<file path="src/ppr_pkg.sv">
// ppr_pkg: shared types and codes for the padded plane reader
// no dependencies; used by the controller, datapath and top level
`timescale 1ns / 1ps

package ppr_pkg;

  // signed width for coordinate and plane size arithmetic
  localparam int CW = 12;

  // item opcodes
  localparam logic OP_LOAD = 1'b0;
  localparam logic OP_READ = 1'b1;

  // pad modes
  localparam logic [1:0] MODE_CONST   = 2'd0;
  localparam logic [1:0] MODE_EDGE    = 2'd1;
  localparam logic [1:0] MODE_REFLECT = 2'd2;
  localparam logic [1:0] MODE_BAD     = 2'd3;

  // configuration register indexes
  typedef enum logic [2:0] {
    REG_PAD_MODE   = 3'd0,
    REG_OUT_HEIGHT = 3'd1,
    REG_OUT_WIDTH  = 3'd2,
    REG_PAD_TOP    = 3'd3,
    REG_PAD_BOTTOM = 3'd4,
    REG_PAD_LEFT   = 3'd5,
    REG_PAD_RIGHT  = 3'd6,
    REG_FILL_WORD  = 3'd7
  } reg_idx_t;

  // controller to datapath commands
  typedef struct packed {
    logic latch;
    logic map;
    logic access;
    logic respond;
  } dp_cmd_t;

  // datapath to controller status
  typedef struct packed {
    logic is_read;
  } dp_status_t;

endpackage

</file>
<file path="src/ppr_controller.sv">
// ppr_controller: sequencer for one load or read word at a time
// depends on ppr_pkg for the command and status structs
`timescale 1ns / 1ps

module ppr_controller (
  input  logic                clk,
  input  logic                rst,
  input  logic                start,
  output logic                busy,
  output logic                strobe,
  output ppr_pkg::dp_cmd_t    cmd,
  input  ppr_pkg::dp_status_t status
);
  import ppr_pkg::*;

  typedef enum logic [1:0] {
    S_IDLE,
    S_MAP,
    S_ACCESS,
    S_RESP
  } state_t;

  state_t state;

  // busy also covers reset so nothing is taken then
  assign busy = (state != S_IDLE) | rst;

  // commands decoded from state
  always_comb begin
    cmd.latch   = start & ~busy;
    cmd.map     = (state == S_MAP);
    cmd.access  = (state == S_ACCESS);
    cmd.respond = (state == S_RESP);
  end

  // state and result strobe
  always_ff @(posedge clk) begin
    if (rst) begin
      state  <= S_IDLE;
      strobe <= 1'b0;
    end else begin
      strobe <= (state == S_RESP);
      unique case (state)
        S_IDLE: begin
          if (cmd.latch) state <= S_MAP;
        end
        S_MAP: begin
          state <= S_ACCESS;
        end
        S_ACCESS: begin
          if (status.is_read) state <= S_RESP;
          else state <= S_IDLE;
        end
        S_RESP: begin
          state <= S_IDLE;
        end
      endcase
    end
  end

endmodule

</file>
<file path="config.mk">
export PLATFORM = sky130hd
export DESIGN_NAME = ppr_controller
export DESIGN_NICKNAME = d
export VERILOG_FILES = /design/src/ppr_pkg.sv /design/src/ppr_controller.sv
export SDC_FILE = /design/constraint.sdc
export NUM_CORES = 1
export LEC_CHECK = 0
export BUFFER_PORTS_ARGS = -buffer_cell sky130_fd_sc_hd__buf_2
export CAP_MARGIN = 10
export CORE_AREA = 2 2 39 41
export CTS_BUF_LIST = sky130_fd_sc_hd__clkbuf_8 sky130_fd_sc_hd__clkbuf_16
export CTS_CLUSTER_DIAMETER = 30
export DETAILED_ROUTE_END_ITERATION = 7
export DIE_AREA = 0 0 41 43
export MAX_ROUTING_LAYER = met4
export PLACE_DENSITY = 0.37
export SYNTH_ARGS = -nofsm -noshare
export SYNTH_HDL_FRONTEND = slang
export SYNTH_SLANG_ARGS = --single-unit
</file>
<file path="constraint.sdc">
create_clock -name clk -period 1.4 [get_ports clk]
set_input_delay 0.14 -clock clk [delete_from_list [all_inputs] [get_ports clk]]
set_output_delay 0.14 -clock clk [all_outputs]
set_load 0.005 [all_outputs]
</file>
# After elaboration in Yosys (flattened, before gate mapping)
# Cells that the tools add are included.
[totals]
out_inout_bits = 6
inputBits = 4
regBits = 3
[op_classes]
n_reduce_logical = 2
bitwise_logic = 3
muxes = 3
n_eq_ne = 4
[ops]
columns = ["cell", "n"]
rows = [
  ["$pmux 2 s4", 1],
  ["$eq 2x2->1 const B", 2],
  ["$mux 2", 2],
  ["$eq 2x1->1 const B", 1],
  ["$logic_not 2->1", 1],
  ["$ne 2x2->1 const B", 1],
  ["$reduce_bool 2->1", 1],
  ["$and 1x1->1", 1],
  ["$not 1->1", 1],
  ["$or 1x1->1", 1],
]

# Logic depth before layout (Yosys ltp)
[logic_depth]
word_depth = 6
ltp_mapped = 2
ltp_nobuf = 2

# Worst setup path after synthesis
# Ideal clock, no wire load.
[synth_path]
path_kind = "register to register"
start = "register state[0]"
end = "register state[1]"
setup_slack_ns = 0.536
path_stages_with_launch = 3
setup_ns = 0.087
n_path_buf = 0
period_less_slack_ns = 0.864
arrival_time_ns = 0.777
cell_sequence = "dfxtp_1 > or3b_1 > o31ai_1"
[synth_between]
elab_chain_len = 5
[synth_rtl]
columns = ["item", "line", "text"]
rows = [
  ["from (decl)", "ppr_controller.sv:23", "state_t state;"],
  ["from (signal assigned)", "ppr_controller.sv:39", "state <= S_IDLE;"],
  ["from (signal assigned)", "ppr_controller.sv:45", "if (cmd.latch) state <= S_MAP;"],
  ["from (signal assigned)", "ppr_controller.sv:48", "state <= S_ACCESS;"],
  ["$reduce_bool 2->1", "ppr_controller.sv:26", "assign busy = (state != S_IDLE) | rst;"],
  ["$or 1x1->1", "ppr_controller.sv:26", ""],
  ["$not 1->1", "ppr_controller.sv:30", "cmd.latch = start & ~busy;"],
  ["$and 1x1->1", "ppr_controller.sv:30", ""],
  ["$ne 2x2->1 (no source line)", "--", ""],
]
# Parallel ways exist; a longest one is shown, timed or not.
# A chain may end at the register's enable or synchronous reset.

# Worst setup path after layout
[layout_path]
start = "register state[0]"
end = "output busy"
[layout_between]
elab_chain_len = 2
[layout_rtl]
columns = ["item", "line", "text"]
rows = [
  ["$reduce_bool 2->1", "ppr_controller.sv:26", ""],
  ["$or 1x1->1", "ppr_controller.sv:26", ""],
  ["to (decl)", "ppr_controller.sv:9", "output logic busy,"],
]
# No other way between the ends.

==> impl_metrics.tcl <==
set metrics [dict create \
    first_pass_iters 2 \
    clkLatencyLatePin_ns 0.21 \
    grt_max_degree 9 \
    wl_um 339 \
    gp_congestion 0.5958 \
    power_density_nw_per_um2 1527 \
    relSlewSlack 0.8684 \
    finalHoldViolCount 0 \
    hold_buffers 0 \
    drt-wirelength-per-cell_um 7.884 \
    cts_tree "built" \
    syn_nets 18 \
    finalMaxSlewViolations 0 \
    final_common_cell "buf_2" \
    cp_max_fo 8 \
    r2r_slack_ns 0.49 \
    reg2reg_depth 2 \
    maxCapViolCount 0 \
    min_period_ns 1.217 \
    synth_area_um2 131.4 \
    final_antenna_net_count 0 \
    start_util 0.09494 \
    synth_cells 14 \
    track_usage 0.05544 \
    via_per_inst 3.419 \
    cts_resized 0 \
    r2r-end "state[1]$_SDFFE_PP0P_" \
    dieHeight_um 43 \
    clk_pin_slew_worst_paths_ns 0.03 \
    clockPowerShare 0.655 \
    drcViolationCount 0 \
    cts_max_path_buffers 2 \
    switching_power_mw 0.07380 \
    run_status "completed" \
    most-common-layout-cells "buf_2 (9), clkbuf_8 (3), dfxtp_1 (3)" \
    yosysUniqueCellTypes 11 \
    clock_skew_ns 0.001174 \
    grt_pass1_vias 126 \
    nNetsFinal 32 \
    hold_end "strobe$_SDFF_PP0_" \
    ys_warn_count 0 \
    cts-root-buf "clkbuf_8" \
    grt_antenna_before_repair 0 \
    drt_iter0_markers 3 \
    worst_slew_pin_slew_ns 0.1963 \
    seq_power_share 0.263 \
    holdPathStages 2 \
    critPathKind "reg -> out" \
    dp_hpwl_um 254.8 \
    row_count 14 \
    grt_pass1_wl_um 531 \
    required_ns 1.26 \
    cts_buffers 3 \
    power_leakage_nw 0.1207 \
    rsz0062_at_grt "false" \
    critPathLaunchType "register" \
    swShare 0.2002 \
    die_area_um2 1763 \
    overflow 0 \
    num_vias 147 \
    period_share 0.8694 \
    finalSetupViolations 0 \
    cts.htree.levels 1 \
    fin_tns_setup_ns 0 \
    yosysSeqAreaShare 0.4571 \
    timing.hold.ws_ns 0.1619 \
    io_pins 10 \
    post-cts-setup-buffers 0 \
    port_buffers 9 \
    syn_to_final_growth_pct 83.81 \
    r2r_start "state[0]$_SDFFE_PP0P_" \
    peakVddDrop_mv 0.4558 \
    antenna_cells 0 \
    max_freq_ghz 0.8216 \
    drive_above_1_share 0.4444 \
    yosys_register_bits 3 \
    arrival_ns 1.08 \
    internal-power_mw 0.2949 \
    fillerInstances 154 \
    cts.sinks 3 \
    combPwrFrac 0.082 \
    die_w_um 41 \
    hp-start "rst" \
    core-area_um2 1384 \
    syn_area_per_cell_um2 9.384 \
    end_kind "primary output" \
    worstHoldPathType "in -> reg" \
]
## through the flow
stage,utilization,setup slack (ns),total power [mW],std cells,instance area (um2)
4_1_cts,0.1745,0.1740,0.3770,43,241.5
6_report,0.1745,0.1829,0.3687,43,241.5
3_5_place_dp,0.1420,0.4081,0.1288,39,196.4
3_3_place_gp,0.1420,0.4178,0.1277,39,196.4
5_1_grt,0.1745,0.1172,0.3964,43,241.5
2_1_floorplan,-,0.5360,0.1111,14,131.4
## critical path, stage by stage, from the launching register on
cell	delay [ns]
dfxtp_1	0.34
or3_1	0.39
buf_2	0.13
## cell usage after synthesis
cell type	number	share of area
dfxtp_1	3	0.46
nor2b_1	2	0.095
a211oi_1	1	0.057
and2_1	1	0.048
and2b_1	1	0.057
nand2_1	1	0.029
nand2b_1	1	0.048
nor3_1	1	0.038
o31ai_1	1	0.057
or3_1	1	0.048
or3b_1	1	0.067
## how the worst max path moves through the flow
stage	start	end	depth (start not counted)
after floorplan	state[0]$_SDFFE_PP0P_	state[1]$_SDFFE_PP0P_	2
after detailed placement	state[0]$_SDFFE_PP0P_	busy	2
after CTS	state[0]$_SDFFE_PP0P_	busy	2
final	state[0]$_SDFFE_PP0P_	busy	2
after global routing	state[0]$_SDFFE_PP0P_	busy	2
after global placement	state[0]$_SDFFE_PP0P_	busy	2
## cells by family (layout without fill, tap and decap cells)
| family | Yosys count | in the layout | synth area share |
|---|---|---|---|
| and+or+nand+nor | 9 | 9 | 0.4286 |
| AOI/OAI and AO/OA | 2 | 2 | 0.1143 |
| DFF | 3 | 3 | 0.4572 |
| buffers and inverters | 0 | 13 | 0 |
## power groups by stage
stage          sequential, mW  combinational [mW]  clock [mW]
2_1_floorplan          0.0966              0.0145           0
3_3_place_gp           0.0973              0.0304           0
3_5_place_dp           0.0980              0.0308           0
4_1_cts                0.0970              0.0309       0.249
5_1_grt                0.0986              0.0344       0.263
6_report               0.0969              0.0304       0.241
## cell type report
type	instances	area [um2]	area share
clock buffers	3	41.29	0.1710
clock inverters	1	3.754	0.01554
multi-input cells	11	71.32	0.2953
flip-flops and latches	3	60.06	0.2487
well taps	16	20.02	0.08290
repair buffers	9	45.04	0.1865
## routing by layer
layer | share of wire | vias up | track usage
li1 | - | 74 | -
met1 | 0.51 | 61 | 0.06709
met2 | 0.26 | 12 | 0.03438
met3 | 0.23 | 0 | 0.08377
met4 | 0 | 0 | 0.04000
met5 | 0 | - | -
## sequential cells by signal (all words and copies together) (netlist names)
register and flops:
state 2, strobe 1
No activity file was read; power rests on OpenSTA's default activity.
